<file path="src/rtl/core/fqa_pkg.sv">
// ----------------------------------------------------------------------------
// fqa_pkg
// shared types and constants of the four-queue aging arbiter
// ----------------------------------------------------------------------------
package fqa_pkg;

    localparam int NUM_Q               = 4;
    localparam int DEFAULT_QUEUE_DEPTH = 16;

    localparam int ID_W    = 16;
    localparam int STAMP_W = 16;
    localparam int ENTRY_W = ID_W + STAMP_W;
    localparam int LIMIT_W = 16;
    localparam int LONG_W  = 5;
    localparam int COUNT_W = 5;
    localparam int CFG_IDX_W = 1;

    // action codes
    localparam logic [1:0] ACT_ARRIVE = 2'd0;
    localparam logic [1:0] ACT_SERVE  = 2'd1;
    localparam logic [1:0] ACT_AGE    = 2'd2;

    // grant rules
    localparam logic [2:0] RULE_STARVE = 3'd0;
    localparam logic [2:0] RULE_LONG   = 3'd1;
    localparam logic [2:0] RULE_STAY   = 3'd2;
    localparam logic [2:0] RULE_MOST   = 3'd3;
    localparam logic [2:0] RULE_NONE   = 3'd4;

    // last served queue, with a code for none
    localparam logic [2:0] DIR_NONE = 3'd4;

    // configuration register indexes
    localparam logic [CFG_IDX_W-1:0] CFG_STARVE_LIMIT = 1'd0;
    localparam logic [CFG_IDX_W-1:0] CFG_LONG_LIMIT   = 1'd1;

    localparam logic [LIMIT_W-1:0] STARVE_LIMIT_RESET = 16'd20;
    localparam logic [LONG_W-1:0]  LONG_LIMIT_RESET   = 5'd5;

    // commands from the controller to the datapath
    typedef struct packed {
        logic take_item;
        logic calc_wait;
        logic calc_pick;
        logic commit;
    } fqa_cmd_t;

endpackage

</file>
<file path="src/rtl/core/fqa_ram.sv">
// ----------------------------------------------------------------------------
// fqa_ram
// generic single write port ram with one registered read port
// ----------------------------------------------------------------------------
module fqa_ram #(
    parameter int WIDTH = 32,
    parameter int DEPTH = 16
) (
    input  logic                     clk,
    input  logic                     we,
    input  logic [$clog2(DEPTH)-1:0] waddr,
    input  logic [WIDTH-1:0]         wdata,
    input  logic [$clog2(DEPTH)-1:0] raddr,
    output logic [WIDTH-1:0]         rdata
);

    logic [WIDTH-1:0] mem [DEPTH];
    logic [WIDTH-1:0] rdata_reg;

    always_ff @(posedge clk)
    begin
        if (we)
        begin
            mem[waddr] <= wdata;
        end
        rdata_reg <= mem[raddr];
    end

    assign rdata = rdata_reg;

endmodule

</file>
<file path="src/rtl/core/fqa_ctrl.sv">
// ----------------------------------------------------------------------------
// fqa_ctrl
// sequencer of the arbiter: take word, wait stage, pick stage, commit
// ----------------------------------------------------------------------------
module fqa_ctrl (
    input  logic              clk,
    input  logic              rst_n,
    input  logic              in_valid,
    output logic              in_stall,
    output logic              out_valid,
    input  logic              out_stall,
    output fqa_pkg::fqa_cmd_t cmd
);
    import fqa_pkg::*;

    localparam logic [1:0] ST_IDLE   = 2'd0;
    localparam logic [1:0] ST_WAIT   = 2'd1;
    localparam logic [1:0] ST_PICK   = 2'd2;
    localparam logic [1:0] ST_COMMIT = 2'd3;

    logic [1:0] state_reg, state_next;
    logic       out_valid_reg, out_valid_next;
    logic       out_free;

    // output register can take a word this cycle
    assign out_free = !out_valid_reg || !out_stall;

    always_comb
    begin
        state_next     = state_reg;
        out_valid_next = out_valid_reg;
        cmd            = '0;
        if (out_valid_reg && !out_stall)
        begin
            out_valid_next = 1'b0;
        end
        unique case (state_reg)
            ST_IDLE:
            begin
                if (in_valid)
                begin
                    cmd.take_item = 1'b1;
                    state_next    = ST_WAIT;
                end
            end
            ST_WAIT:
            begin
                cmd.calc_wait = 1'b1;
                state_next    = ST_PICK;
            end
            ST_PICK:
            begin
                cmd.calc_pick = 1'b1;
                state_next    = ST_COMMIT;
            end
            ST_COMMIT:
            begin
                if (out_free)
                begin
                    cmd.commit     = 1'b1;
                    out_valid_next = 1'b1;
                    state_next     = ST_IDLE;
                end
            end
            default:
            begin
                state_next = ST_IDLE;
            end
        endcase
    end

    always_ff @(posedge clk or negedge rst_n)
    begin
        if (!rst_n)
        begin
            state_reg     <= ST_IDLE;
            out_valid_reg <= 1'b0;
        end
        else
        begin
            state_reg     <= state_next;
            out_valid_reg <= out_valid_next;
        end
    end

    assign in_stall  = (state_reg != ST_IDLE);
    assign out_valid = out_valid_reg;

endmodule

</file>
<file path="src/rtl/core/fqa_datapath.sv">
// ----------------------------------------------------------------------------
// fqa_datapath
// queue stores, pointers, aging clock, grant decision and result register
// ----------------------------------------------------------------------------
module fqa_datapath #(
    parameter int QUEUE_DEPTH = fqa_pkg::DEFAULT_QUEUE_DEPTH
) (
    input  logic                           clk,
    input  logic                           rst_n,
    input  fqa_pkg::fqa_cmd_t              cmd,
    input  logic                           cfg_we,
    input  logic [fqa_pkg::CFG_IDX_W-1:0]  cfg_index,
    input  logic [fqa_pkg::LIMIT_W-1:0]    cfg_data,
    input  logic [1:0]                     action,
    input  logic [1:0]                     direction,
    input  logic [3:0]                     amount,
    output logic                           accepted,
    output logic                           grant_valid,
    output logic [1:0]                     grant_dir,
    output logic [2:0]                     rule_used,
    output logic [fqa_pkg::ID_W-1:0]       served_id,
    output logic [fqa_pkg::STAMP_W-1:0]    served_wait,
    output logic [fqa_pkg::COUNT_W-1:0]    count_north,
    output logic [fqa_pkg::COUNT_W-1:0]    count_east,
    output logic [fqa_pkg::COUNT_W-1:0]    count_south,
    output logic [fqa_pkg::COUNT_W-1:0]    count_west
);
    import fqa_pkg::*;

    localparam int PTR_W = $clog2(QUEUE_DEPTH);
    localparam int CNT_W = $clog2(QUEUE_DEPTH + 1);
    localparam int EXT_W = (CNT_W > COUNT_W) ? CNT_W : COUNT_W;
    localparam logic [PTR_W-1:0] PTR_LAST = PTR_W'(QUEUE_DEPTH - 1);
    localparam logic [CNT_W-1:0] CNT_FULL = CNT_W'(QUEUE_DEPTH);

    // architectural state
    logic [PTR_W-1:0]   head_reg [NUM_Q];
    logic [PTR_W-1:0]   head_next [NUM_Q];
    logic [PTR_W-1:0]   tail_reg [NUM_Q];
    logic [PTR_W-1:0]   tail_next [NUM_Q];
    logic [CNT_W-1:0]   cnt_reg [NUM_Q];
    logic [CNT_W-1:0]   cnt_next [NUM_Q];
    logic [STAMP_W-1:0] clock_reg, clock_next;
    logic [ID_W-1:0]    id_reg, id_next;
    logic [2:0]         last_reg, last_next;
    logic [LIMIT_W-1:0] starve_lim_reg;
    logic [LONG_W-1:0]  long_lim_reg;

    // working registers of one word
    logic [1:0]         act_reg;
    logic [1:0]         dir_reg;
    logic [3:0]         amt_reg;
    logic [STAMP_W-1:0] wait_reg [NUM_Q];
    logic [1:0]         pick_reg, pick_next;
    logic [2:0]         rule_reg, rule_next;

    // result register
    logic               acc_out_reg;
    logic               gv_out_reg;
    logic [1:0]         gdir_out_reg;
    logic [2:0]         rule_out_reg;
    logic [ID_W-1:0]    sid_out_reg;
    logic [STAMP_W-1:0] swait_out_reg;
    logic [COUNT_W-1:0] cnt_out_reg [NUM_Q];

    logic [ENTRY_W-1:0] head_entry [NUM_Q];
    logic               push_ok;
    logic               grant;

    assign push_ok = (act_reg == ACT_ARRIVE) && (cnt_reg[dir_reg] < CNT_FULL);
    assign grant   = (act_reg == ACT_SERVE) && (rule_reg != RULE_NONE);

    // one store per queue, read continuously at its head
    for (genvar g = 0; g < NUM_Q; g++)
    begin : g_queue
        fqa_ram #(
            .WIDTH (ENTRY_W),
            .DEPTH (QUEUE_DEPTH)
        ) u_store (
            .clk   (clk),
            .we    (cmd.commit && push_ok && (dir_reg == 2'(g))),
            .waddr (tail_reg[g]),
            .wdata ({id_reg, clock_reg}),
            .raddr (head_reg[g]),
            .rdata (head_entry[g])
        );
    end

    // grant decision from the registered head waits
    always_comb
    begin
        logic [STAMP_W-1:0] best_wait;
        logic               starve_hit;
        logic [1:0]         starve_dir;
        logic [CNT_W-1:0]   best_len;
        logic               long_hit;
        logic [1:0]         long_dir;
        logic               stay_ok;

        best_wait  = '0;
        starve_hit = 1'b0;
        starve_dir = '0;
        best_len   = '0;
        long_hit   = 1'b0;
        long_dir   = '0;
        for (int q = 0; q < NUM_Q; q++)
        begin
            if ((3'(q) != last_reg) && (cnt_reg[q] != '0) && (wait_reg[q] > best_wait))
            begin
                best_wait  = wait_reg[q];
                starve_hit = 1'b1;
                starve_dir = 2'(q);
            end
            if ((3'(q) != last_reg) && (cnt_reg[q] > best_len))
            begin
                best_len = cnt_reg[q];
                long_hit = 1'b1;
                long_dir = 2'(q);
            end
        end
        stay_ok = (last_reg != DIR_NONE) && (cnt_reg[last_reg[1:0]] != '0);

        pick_next = '0;
        rule_next = RULE_NONE;
        priority if (starve_hit && (best_wait > starve_lim_reg))
        begin
            pick_next = starve_dir;
            rule_next = RULE_STARVE;
        end
        else if (long_hit && (EXT_W'(best_len) >= EXT_W'(long_lim_reg)))
        begin
            pick_next = long_dir;
            rule_next = RULE_LONG;
        end
        else if (stay_ok)
        begin
            pick_next = last_reg[1:0];
            rule_next = RULE_STAY;
        end
        else if (long_hit)
        begin
            pick_next = long_dir;
            rule_next = RULE_MOST;
        end
        else
        begin
            pick_next = '0;
            rule_next = RULE_NONE;
        end
    end

    // state update of one word
    always_comb
    begin
        clock_next = clock_reg;
        id_next    = id_reg;
        last_next  = last_reg;
        for (int q = 0; q < NUM_Q; q++)
        begin
            head_next[q] = head_reg[q];
            tail_next[q] = tail_reg[q];
            cnt_next[q]  = cnt_reg[q];
            if (push_ok && (dir_reg == 2'(q)))
            begin
                tail_next[q] = (tail_reg[q] == PTR_LAST) ? '0 : tail_reg[q] + 1'b1;
                cnt_next[q]  = cnt_reg[q] + 1'b1;
            end
            if (grant && (pick_reg == 2'(q)))
            begin
                head_next[q] = (head_reg[q] == PTR_LAST) ? '0 : head_reg[q] + 1'b1;
                cnt_next[q]  = cnt_reg[q] - 1'b1;
            end
        end
        if (push_ok)
        begin
            id_next = id_reg + 1'b1;
        end
        if (grant)
        begin
            clock_next = clock_reg + 1'b1;
            last_next  = {1'b0, pick_reg};
        end
        if (act_reg == ACT_AGE)
        begin
            clock_next = clock_reg + STAMP_W'(amt_reg);
        end
    end

    always_ff @(posedge clk or negedge rst_n)
    begin
        if (!rst_n)
        begin
            for (int q = 0; q < NUM_Q; q++)
            begin
                head_reg[q] <= '0;
                tail_reg[q] <= '0;
                cnt_reg[q]  <= '0;
            end
            clock_reg      <= '0;
            id_reg         <= '0;
            last_reg       <= DIR_NONE;
            starve_lim_reg <= STARVE_LIMIT_RESET;
            long_lim_reg   <= LONG_LIMIT_RESET;
        end
        else
        begin
            if (cmd.commit)
            begin
                for (int q = 0; q < NUM_Q; q++)
                begin
                    head_reg[q] <= head_next[q];
                    tail_reg[q] <= tail_next[q];
                    cnt_reg[q]  <= cnt_next[q];
                end
                clock_reg <= clock_next;
                id_reg    <= id_next;
                last_reg  <= last_next;
            end
            if (cfg_we)
            begin
                unique case (cfg_index)
                    CFG_STARVE_LIMIT: starve_lim_reg <= cfg_data;
                    CFG_LONG_LIMIT:   long_lim_reg   <= cfg_data[LONG_W-1:0];
                    default:          ;
                endcase
            end
        end
    end

    // payload registers, no reset
    always_ff @(posedge clk)
    begin
        if (cmd.take_item)
        begin
            act_reg <= action;
            dir_reg <= direction;
            amt_reg <= amount;
        end
        if (cmd.calc_wait)
        begin
            for (int q = 0; q < NUM_Q; q++)
            begin
                wait_reg[q] <= clock_reg - head_entry[q][STAMP_W-1:0];
            end
        end
        if (cmd.calc_pick)
        begin
            pick_reg <= pick_next;
            rule_reg <= rule_next;
        end
        if (cmd.commit)
        begin
            acc_out_reg   <= push_ok;
            gv_out_reg    <= grant;
            gdir_out_reg  <= grant ? pick_reg : 2'd0;
            rule_out_reg  <= (act_reg == ACT_SERVE) ? rule_reg : RULE_NONE;
            sid_out_reg   <= grant ? head_entry[pick_reg][ENTRY_W-1:STAMP_W] : '0;
            swait_out_reg <= grant ? wait_reg[pick_reg] : '0;
            for (int q = 0; q < NUM_Q; q++)
            begin
                cnt_out_reg[q] <= COUNT_W'(EXT_W'(cnt_next[q]));
            end
        end
    end

    assign accepted    = acc_out_reg;
    assign grant_valid = gv_out_reg;
    assign grant_dir   = gdir_out_reg;
    assign rule_used   = rule_out_reg;
    assign served_id   = sid_out_reg;
    assign served_wait = swait_out_reg;
    assign count_north = cnt_out_reg[0];
    assign count_east  = cnt_out_reg[1];
    assign count_south = cnt_out_reg[2];
    assign count_west  = cnt_out_reg[3];

endmodule

</file>
<file path="src/rtl/core/four_queue_aging_arbiter_core.sv">
// ----------------------------------------------------------------------------
// four_queue_aging_arbiter_core
// aging arbiter over four request queues, one result word per input word
// ----------------------------------------------------------------------------
// per word: the word is taken in idle; the registered head read of the queue
//   stores feeds the wait stage, then the pick stage and commit; in_stall holds
//   off a new word until the word in flight is committed
// a result held by out_stall keeps the block in commit until it is taken
// reset: asynchronous, active low; queues empty, aging clock and id at zero,
//   no queue served yet, starve limit 20, long queue limit 5; store contents
//   are left as they are and no clearing pass runs
module four_queue_aging_arbiter_core #(
    parameter int QUEUE_DEPTH = fqa_pkg::DEFAULT_QUEUE_DEPTH
) (
    input  logic                           clk,
    input  logic                           rst_n,
    // configuration writes
    input  logic                           cfg_we,
    input  logic [fqa_pkg::CFG_IDX_W-1:0]  cfg_index,
    input  logic [fqa_pkg::LIMIT_W-1:0]    cfg_data,
    // input word
    input  logic                           in_valid,
    output logic                           in_stall,
    input  logic [1:0]                     action,
    input  logic [1:0]                     direction,
    input  logic [3:0]                     amount,
    // result word
    output logic                           out_valid,
    input  logic                           out_stall,
    output logic                           accepted,
    output logic                           grant_valid,
    output logic [1:0]                     grant_dir,
    output logic [2:0]                     rule_used,
    output logic [fqa_pkg::ID_W-1:0]       served_id,
    output logic [fqa_pkg::STAMP_W-1:0]    served_wait,
    output logic [fqa_pkg::COUNT_W-1:0]    count_north,
    output logic [fqa_pkg::COUNT_W-1:0]    count_east,
    output logic [fqa_pkg::COUNT_W-1:0]    count_south,
    output logic [fqa_pkg::COUNT_W-1:0]    count_west
);
    import fqa_pkg::*;

    // commands from the sequencer to the datapath
    fqa_cmd_t cmd;

    // sequencer: one word in flight, result held in the output register
    fqa_ctrl u_ctrl (
        .clk       (clk),
        .rst_n     (rst_n),
        .in_valid  (in_valid),
        .in_stall  (in_stall),
        .out_valid (out_valid),
        .out_stall (out_stall),
        .cmd       (cmd)
    );

    // datapath: four queue stores, pointers, counts, aging clock and the
    // grant decision over starvation, long queue, stay and most entries
    fqa_datapath #(
        .QUEUE_DEPTH (QUEUE_DEPTH)
    ) u_datapath (
        .clk         (clk),
        .rst_n       (rst_n),
        .cmd         (cmd),
        .cfg_we      (cfg_we),
        .cfg_index   (cfg_index),
        .cfg_data    (cfg_data),
        .action      (action),
        .direction   (direction),
        .amount      (amount),
        .accepted    (accepted),
        .grant_valid (grant_valid),
        .grant_dir   (grant_dir),
        .rule_used   (rule_used),
        .served_id   (served_id),
        .served_wait (served_wait),
        .count_north (count_north),
        .count_east  (count_east),
        .count_south (count_south),
        .count_west  (count_west)
    );

endmodule
</file>
<file path="config.mk">
export PLATFORM = sky130hd
export DESIGN_NAME = four_queue_aging_arbiter_core
export DESIGN_NICKNAME = d
export VERILOG_FILES = /design/src/rtl/core/fqa_pkg.sv /design/src/rtl/core/fqa_ram.sv /design/src/rtl/core/fqa_ctrl.sv /design/src/rtl/core/fqa_datapath.sv /design/src/rtl/core/four_queue_aging_arbiter_core.sv
export SDC_FILE = /design/constraint.sdc
export NUM_CORES = 2
export LEC_CHECK = 0
export BUFFER_PORTS_ARGS = -buffer_cell sky130_fd_sc_hd__buf_2
export CORE_MARGIN = 2
export CORE_UTILIZATION = 45
export DETAILED_ROUTE_END_ITERATION = 6
export HOLD_SLACK_MARGIN = 0.05
export PLACE_DENSITY = 0.64
export SYNTH_ARGS = -nofsm -noshare
export SYNTH_HDL_FRONTEND = slang
export SYNTH_SLANG_ARGS = --single-unit
export TNS_END_PERCENT = 5
</file>
<file path="constraint.sdc">
create_clock -name clk -period 10.8 [get_ports clk]
set_input_delay 1.08 -clock clk [delete_from_list [all_inputs] [get_ports clk]]
set_output_delay 1.08 -clock clk [all_outputs]
set_load 0.05 [all_outputs]
</file>
Word-level counts from Yosys, hierarchy flattened
Memory sizes are Yosys's and may differ from the RTL's. A register that Yosys moved wholly into a read port is not among the register bits.
Cells that the tools add are included.
{ "op_classes": {"n_bitwise": 4, "mul": 0, "n_eq_ne": 26, "reduce_logical": 63, "div": 0, "shift": 0, "mux": 80, "n_addsub": 23, "magnitude_cmp": 14} }
{ "op_table": {"columns": ["operator", "count"], "rows": [
  ["$mux 16", 6],
  ["$mux 5", 16],
  ["$bmux 32 s2", 1],
  ["$gt 16x16->1", 4],
  ["$mux 32", 2],
  ["$sub 16x16->16", 4],
  ["$add 16x1->16 const B", 2],
  ["$add 4x1->4 const B", 8],
  ["$eq 4x4->1 const B", 8],
  ["$mux 1", 32],
  ["$mux 4", 8],
  ["$logic_and 1x1->1", 31],
  ["$reduce_and 2->1", 14],
  ["$reduce_bool 5->1", 5],
  ["$mux 2", 11],
  ["$add 5x1->5 const B", 4],
  ["$bmux 5 s2", 2],
  ["$sub 5x1->5 const B", 4],
  ["$add 16x4->16", 1],
  ["$gt 16x1->1 const B", 1],
  ["$gt 5x5->1", 3],
  ["$eq 2x2->1 const B", 7],
  ["$ge 3x3->1 const B", 3],
  ["$not 2->3", 3],
  ["other kinds (19)", 30]
]} }
{ "totals": {"reg_bits": 147, "memories": 6, "output_inout_bits": 61, "latchBits": 0, "ram_bits": 2132, "word_cells": 247, "inputBits": 30, "romBits": 0} }
{ "mem_list": {"columns": ["memory", "words", "word_bits", "read_ports", "rd_clocked_by_memory_dff", "wr", "line", "source"], "rows": [
  ["u_datapath.g_queue[0].u_store.mem", 16, 32, 1, 1, 1, "fqa_ram.sv:17", "logic [WIDTH-1:0] mem [DEPTH];"],
  ["u_datapath.g_queue[1].u_store.mem", 16, 32, 1, 1, 1, "fqa_ram.sv:17", null],
  ["u_datapath.g_queue[2].u_store.mem", 16, 32, 1, 1, 1, "fqa_ram.sv:17", null],
  ["u_datapath.g_queue[3].u_store.mem", 16, 32, 1, 1, 1, "fqa_ram.sv:17", null],
  ["u_datapath.wait_reg", 4, 16, 5, 1, 4, "fqa_datapath.sv:53", "logic [STAMP_W-1:0] wait_reg [NUM_Q];"],
  ["u_datapath.cnt_out_reg", 4, 5, 4, 0, 4, "fqa_datapath.sv:64", "logic [COUNT_W-1:0] cnt_out_reg [NUM_Q];"]
]} }

Depth between registers and ports, before layout
{ "depth": {"depth_word": 16, "mapped_depth": 42, "depth_no_buf": 36} }

Cells and area by module
A second synthesis with hierarchy kept.
{ "hier_totals": {"cells_unflattened": 5005, "hier_area_um2": 96388.7} }
{ "modules_own_cells": {"columns": ["mod", "seq_area_each_um2", "area_each_um2", "instances", "cells_each"], "rows": [
  ["fqa_ram at u_datapath.g_queue[1].u_store ...", 16015.4, 19854.0, 3, 838],
  ["fqa_ram at u_datapath.g_queue[0].u_store", 16015.4, 19835.3, 1, 838],
  ["fqa_datapath", 6792.8, 16766.1, 1, 1634],
  ["fqa_ctrl", 75.1, 225.2, 1, 19]
]} }

Worst setup path before layout
OpenSTA, ideal clock, no wires.
{ "synth_timing": {"path_type": "register to register", "start": "register u_datapath.cnt_reg[15] (netlist name)", "end": "register u_datapath.pick_reg[0] (data pin)", "path_buffers": 6, "t_arrival_ps": 8576, "t_required_ps": 10540, "setup_slack_ps": 1964, "path_stages_with_launch": 43, "synth_period_minus_slack_ps": 8836, "setup_time_ps": 260, "cell_sequence": "dfrtp_1 -> inv_1 -> ha_1 -> nor2b_1 -> a21oi_1 -> and2_1 -> clkbuf_1 -> buf_2 -> nand2_1 -> ha_1 -> nand4_1 -> or3_1 -> a21o_1 -> o211ai_2 -> clkbuf_1 -> nand3_1 -> and2_1 -> ha_1 -> (+7 left out) -> inv_1 -> ha_1 -> nand4_1 -> nor4_1 -> nand2_1 -> nand3_1 -> a31o_2 -> buf_2 -> buf_1 -> mux2_2 -> ha_1 -> a21oi_1 -> o22ai_1 -> o21bai_1 -> a21oi_1 -> nor4_1 -> a311oi_2 -> mux2_2"} }
{ "synth_between": {"elab_chain_cells": 16, "elab_cells_between_ends": 52, "classes_between": "order compare (9); mux (29); reduce/logical (14)"} }
{ "synth_rtl": {"columns": ["item", "line", "source"], "rows": [
  ["start: declaration", "fqa_datapath.sv:41", "logic [CNT_W-1:0] cnt_reg [NUM_Q];"],
  ["start signal: indexed assignment", "fqa_datapath.sv:213", "cnt_reg[q] <= cnt_next[q];"],
  ["$reduce_bool 5->1 or $gt 5x1->1 (tied branches)", "fqa_datapath.sv:108, fqa_datapath.sv:114", null],
  ["$logic_and 1x1->1 (on tied branches)", "fqa_datapath.sv:108, fqa_datapath.sv:114", null],
  ["$logic_and 1x1->1 or $mux 5 (tied branches)", "fqa_datapath.sv:108, fqa_datapath.sv:114", null],
  ["$mux 16 or $gt 5x5->1 (tied branches)", "fqa_datapath.sv:108, fqa_datapath.sv:114", null],
  ["$gt 16x16->1 or $logic_and 1x1->1 (tied branches)", "fqa_datapath.sv:108, fqa_datapath.sv:114", null],
  ["$logic_and 1x1->1 or $mux 5 (tied branches)", "fqa_datapath.sv:108, fqa_datapath.sv:114", null],
  ["$mux 16 or $gt 5x5->1 (tied branches)", "fqa_datapath.sv:108, fqa_datapath.sv:114", null],
  ["$gt 16x16->1 or $logic_and 1x1->1 (tied branches)", "fqa_datapath.sv:108, fqa_datapath.sv:114", null],
  ["$logic_and 1x1->1 or $mux 5 (tied branches)", "fqa_datapath.sv:108, fqa_datapath.sv:114", null],
  ["$mux 16 or $gt 5x5->1 (tied branches)", "fqa_datapath.sv:108, fqa_datapath.sv:114", null],
  ["$gt 16x16->1 or $logic_and 1x1->1 (tied branches)", "fqa_datapath.sv:108, fqa_datapath.sv:114", null],
  ["$logic_and 1x1->1 (tied with other cells)", "fqa_datapath.sv:108", "if ((3'(q) != last_reg) && (cnt_reg[q] != '0) && (wait_reg[q] > best_wait))"],
  ["$mux 16 (tied with other cells)", "fqa_datapath.sv:108", null],
  ["$gt 16x16->1 (tied with other cells)", "fqa_datapath.sv:125", "priority if (starve_hit && (best_wait > starve_lim_reg))"],
  ["$logic_and 1x1->1 or $mux 2 (tied branches)", "fqa_datapath.sv:125, fqa_datapath.sv:130", null],
  ["$mux 2 (*)", "fqa_datapath.sv:125", null],
  ["via u_datapath.pick_next[0]", "fqa_datapath.sv:54", "logic [1:0] pick_reg, pick_next;"],
  ["end signal: assignment", "fqa_datapath.sv:248", "pick_reg <= pick_next;"],
  ["end: declaration", "fqa_datapath.sv:54", null]
]} }
The timed path passes the listed nets; every way through them passes the cells marked *. The select of a mux whose other input is x is not followed.
A chain may end at the register's enable or synchronous reset.

==> flow_summary.json <==
{
  "share_clk_of_total_power": 0.288,
  "dp_hpwl_um": 142600,
  "largest_reg_flops": 2048,
  "critical_path_required_ns": 11.46,
  "internal_power_mw": 19.25,
  "report.final.slew_viol_count": 0,
  "unrepaired_setup_endpoints_after_global_routing": "no",
  "track_usage": 0.2257,
  "placement.io_buffers": 90,
  "cts.reportedPaths.clkPinSlew_ns": 0.06,
  "cts_inserted_buffers": 230,
  "setup_tns_ns": 0,
  "crit_path_start_kind": "flop",
  "share_comb_of_total_power": 0.291,
  "period_needed_ns": 9.881,
  "arrival_ns": 10.54,
  "max_clock_freq_mhz": 101.2,
  "std_cell_rows": 171,
  "setup.worst_path.class": "reg -> reg",
  "final_util": 0.5087,
  "slew_headroom": 0.1366,
  "power.sequential.fraction": 0.421,
  "ys.warnings.count": 0,
  "status": "complete, no violations",
  "most_common_cell_after_layout_fill_and_taps_aside": "edfxtp_1",
  "num_vias": 51690,
  "antenna_violations_before_repair": 15,
  "ffs_w_async_s_r_synth": 0.04581,
  "core_area_um2": 216500,
  "detailedRoute.firstPassIterationCount": 6,
  "via_density_per_instance": 5.890,
  "synth.area.top_cells": "edfxtp_1, mux4_2, mux2i_1, dfrtp_1, dfxtp_1",
  "final_layout_size_suffix_gt1_frac": 0.2086,
  "total_switching_power_mw": 9.114,
  "netSwitchingFraction": 0.3213,
  "yosysUniqueCellTypes": 77,
  "largest_net_degree_at_the_start_of_global_routing": 111,
  "synth_top_flop_cell": "edfxtp_1",
  "stdcell_count": 8776,
  "clock_tree_from_tritoncts": "done",
  "holdCritPathClass": "in -> async",
  "synth_top_cell_by_area": "edfxtp_1",
  "avgRoutedWirePerCell_um": 28.74,
  "postSynthRegisterBits": 2423,
  "post_cts_resize_count": 0,
  "vert_die_dim_um": 470.3,
  "worstMarginPinSlew_ns": 1.295,
  "combined_area_of_all_synthesized_cells_um2": 97830,
  "synthesis.nets": 5719,
  "grt_pass1_wl_um": 362500,
  "final_hold_viol_count": 0,
  "floorplan.initialDensity": 0.4518,
  "synth_seq_area_share": 0.7250,
  "max_stage_delay_ns": 0.75,
  "fin_total_pwr_mw": 28.36,
  "yosys.area.top_type_share": 0.6704,
  "clock-sinks": 2423,
  "cts-root-to-sink-buffers": 3,
  "number_of_global_route_vias_before_repair": 51060,
  "multi_input_area_um2": 25580,
  "cts_max_level": 4,
  "drt-total-wl_um": 252200,
  "final.period_utilization": 0.9149,
  "finalWeightedCongestion": 0.8667,
  "placed_cells": 8327,
  "area_growth_syn_to_layout_pct": 12.60,
  "finalNetCount": 5925,
  "cts_hold_buf": 0,
  "cpMaxStageDelayCell": "a2111oi_0",
  "drtIter0Drc": 5443,
  "timing.clock.skew_ns": 0.06844,
  "layout_common_cells": "edfxtp_1, mux4_2, mux2i_1, nand2_1",
  "vdd.ir_drop.worst_uv": 220.9,
  "layout.area.seq_um2": 71000,
  "end_kind": "flop",
  "synth-edff-count": 2184,
  "cts.root.buffer_cell": "clkbuf_16",
  "timing.max_cap.violations": 0,
  "post_synth.cell_area_avg_um2": 17.79,
  "global_route.overflow_total": 0,
  "power.leakage_nw": 37.64,
  "chipWidth_um": 470.3,
  "syn-instance-count": 5499,
  "drc_errors": 0,
  "power-per-cell-area_nw_per_um2": 257.5,
  "setup_viol_count_final": 0,
  "die_area_um2": 221100,
  "path_max_fanout": 35,
  "clock_latency_ns": 0.91,
  "filler_cell_count": 17250,
  "cts_post_setup_buffers_inserted": 0,
  "antenna_violating_nets_post_route": 0,
  "io_pins": 91
}
[power by group through the flow]
stage | logic (mW) | clock network [mW] | registers, mW
6_report | 8.27 | 8.16 | 11.9
5_1_grt | 9.06 | 8.65 | 12.0
4_1_cts | 8.31 | 8.30 | 11.9
3_5_place_dp | 8.26 | 0 | 12.1
3_3_place_gp | 8.19 | 0 | 12.1
2_1_floorplan | 5.96 | 0 | 11.9
[cells in the mapped netlist (5+ instances only)]
master / instances
and3_1: 20
nand3_1: 70
a31oi_1: 27
nand4_1: 28
edfxtp_1: 2184
nor4_1: 29
nand3b_1: 8
a21oi_1: 177
mux4_2: 384
dfstp_2: 5
inv_1: 159
o21ai_0: 235
a211oi_1: 11
a22oi_1: 99
nor2_1: 100
a221oi_1: 96
clkbuf_1: 159
nor2b_1: 31
mux2i_1: 332
o31a_1: 9
a21o_1: 36
or3_1: 7
and2_1: 86
nor3b_1: 7
dfrtp_1: 106
fa_1: 5
buf_1: 41
nand2_1: 303
o211ai_1: 16
buf_2: 58
a41oi_1: 5
ha_1: 185
xor2_1: 29
xnor2_1: 72
dfxtp_1: 128
o31ai_1: 8
nor3_1: 35
o21a_1: 21
mux2_2: 107
nand2b_1: 11
[path summary, 6_finish.rpt]
path | cells past startpoint | start | end | slack, ns
min in group clk | 1 | action[1] | u_datapath.act_reg[1]$_DFFE_PP_ | 0.36
worst min register to register | 1 | u_datapath.long_lim_reg[3]$_DFFE_PN0P_ | u_datapath.long_lim_reg[3]$_DFFE_PN0P_ | 0.51
max in group asynchronous | 2 | rst_n | u_datapath.head_reg[8]$_DFFE_PN0P_ | 9.01
worst max-delay path | 34 | u_datapath.wait_reg[0][8]$_DFFE_PN_ | u_datapath.pick_reg[0]$_DFFE_PP_ | 0.92
worst max register to register | 34 | u_datapath.wait_reg[0][8]$_DFFE_PN_ | u_datapath.pick_reg[0]$_DFFE_PP_ | 0.92
worst min-delay path | 1 | rst_n | u_datapath.tail_reg[4]$_DFFE_PN0P_ | 0.27
[stage by stage]
stage	hold WS (ns)	instance area (um^2)	setup slack, ns
after global placement	0.4975	102300	0.3787
final	0.2726	110200	0.9195
after floorplan	0.4647	97830	1.964
after detailed placement	0.5027	102300	0.2028
after global routing	0.2989	110100	0.2635
after CTS	0.2456	110100	0.1886
[critical path: cells and delay by family, from the launching register on]
family                     cells  cell delay [ns]
muxes                          2             0.72
DFF                            1             0.42
and+or+nand+nor               14             3.89
AOI/OAI and AO/OA             12             3.19
buffers and inverters          2             0.36
adders and majority gates      4             1.09
[final cells by class]
type,instances,share of cell area
clock buffer,336,0.05983
clock inverter,103,0.01102
multi-input combinational,2657,0.2323
sequential,2423,0.6446
antenna,10,0.0002272
inverter,160,0.005475
tap,2854,0.03242
timing repair buffer,233,0.01420
[routing by layer]
metal / share of wire / track usage / wire (um) / up-vias
li1: - / - / - / 22330
met4: 0.025 / 0.06201 / 6298 / 6
met5: 0.00016 / 0 / 41 / -
met1: 0.42 / 0.3114 / 105200 / 27160
met3: 0.067 / 0.03133 / 16790 / 340
met2: 0.49 / 0.3770 / 123900 / 1861
[logic make-up (layout without fill, tap and decap cells)]
family | after synthesis | in the layout | synth area share
muxes | 824 | 824 | 0.1348
DFF | 2423 | 2423 | 0.7250
other | 0 | 10 | 0
xor gates and xnor gates | 101 | 101 | 0.009042
AOI/OAI and AO/OA | 786 | 786 | 0.05176
buffers and inverters | 419 | 832 | 0.01690
and+or+nand+nor | 756 | 756 | 0.03774
adders and majority gates | 190 | 190 | 0.02468
Note: power is estimated with default switching activity, not from simulation.
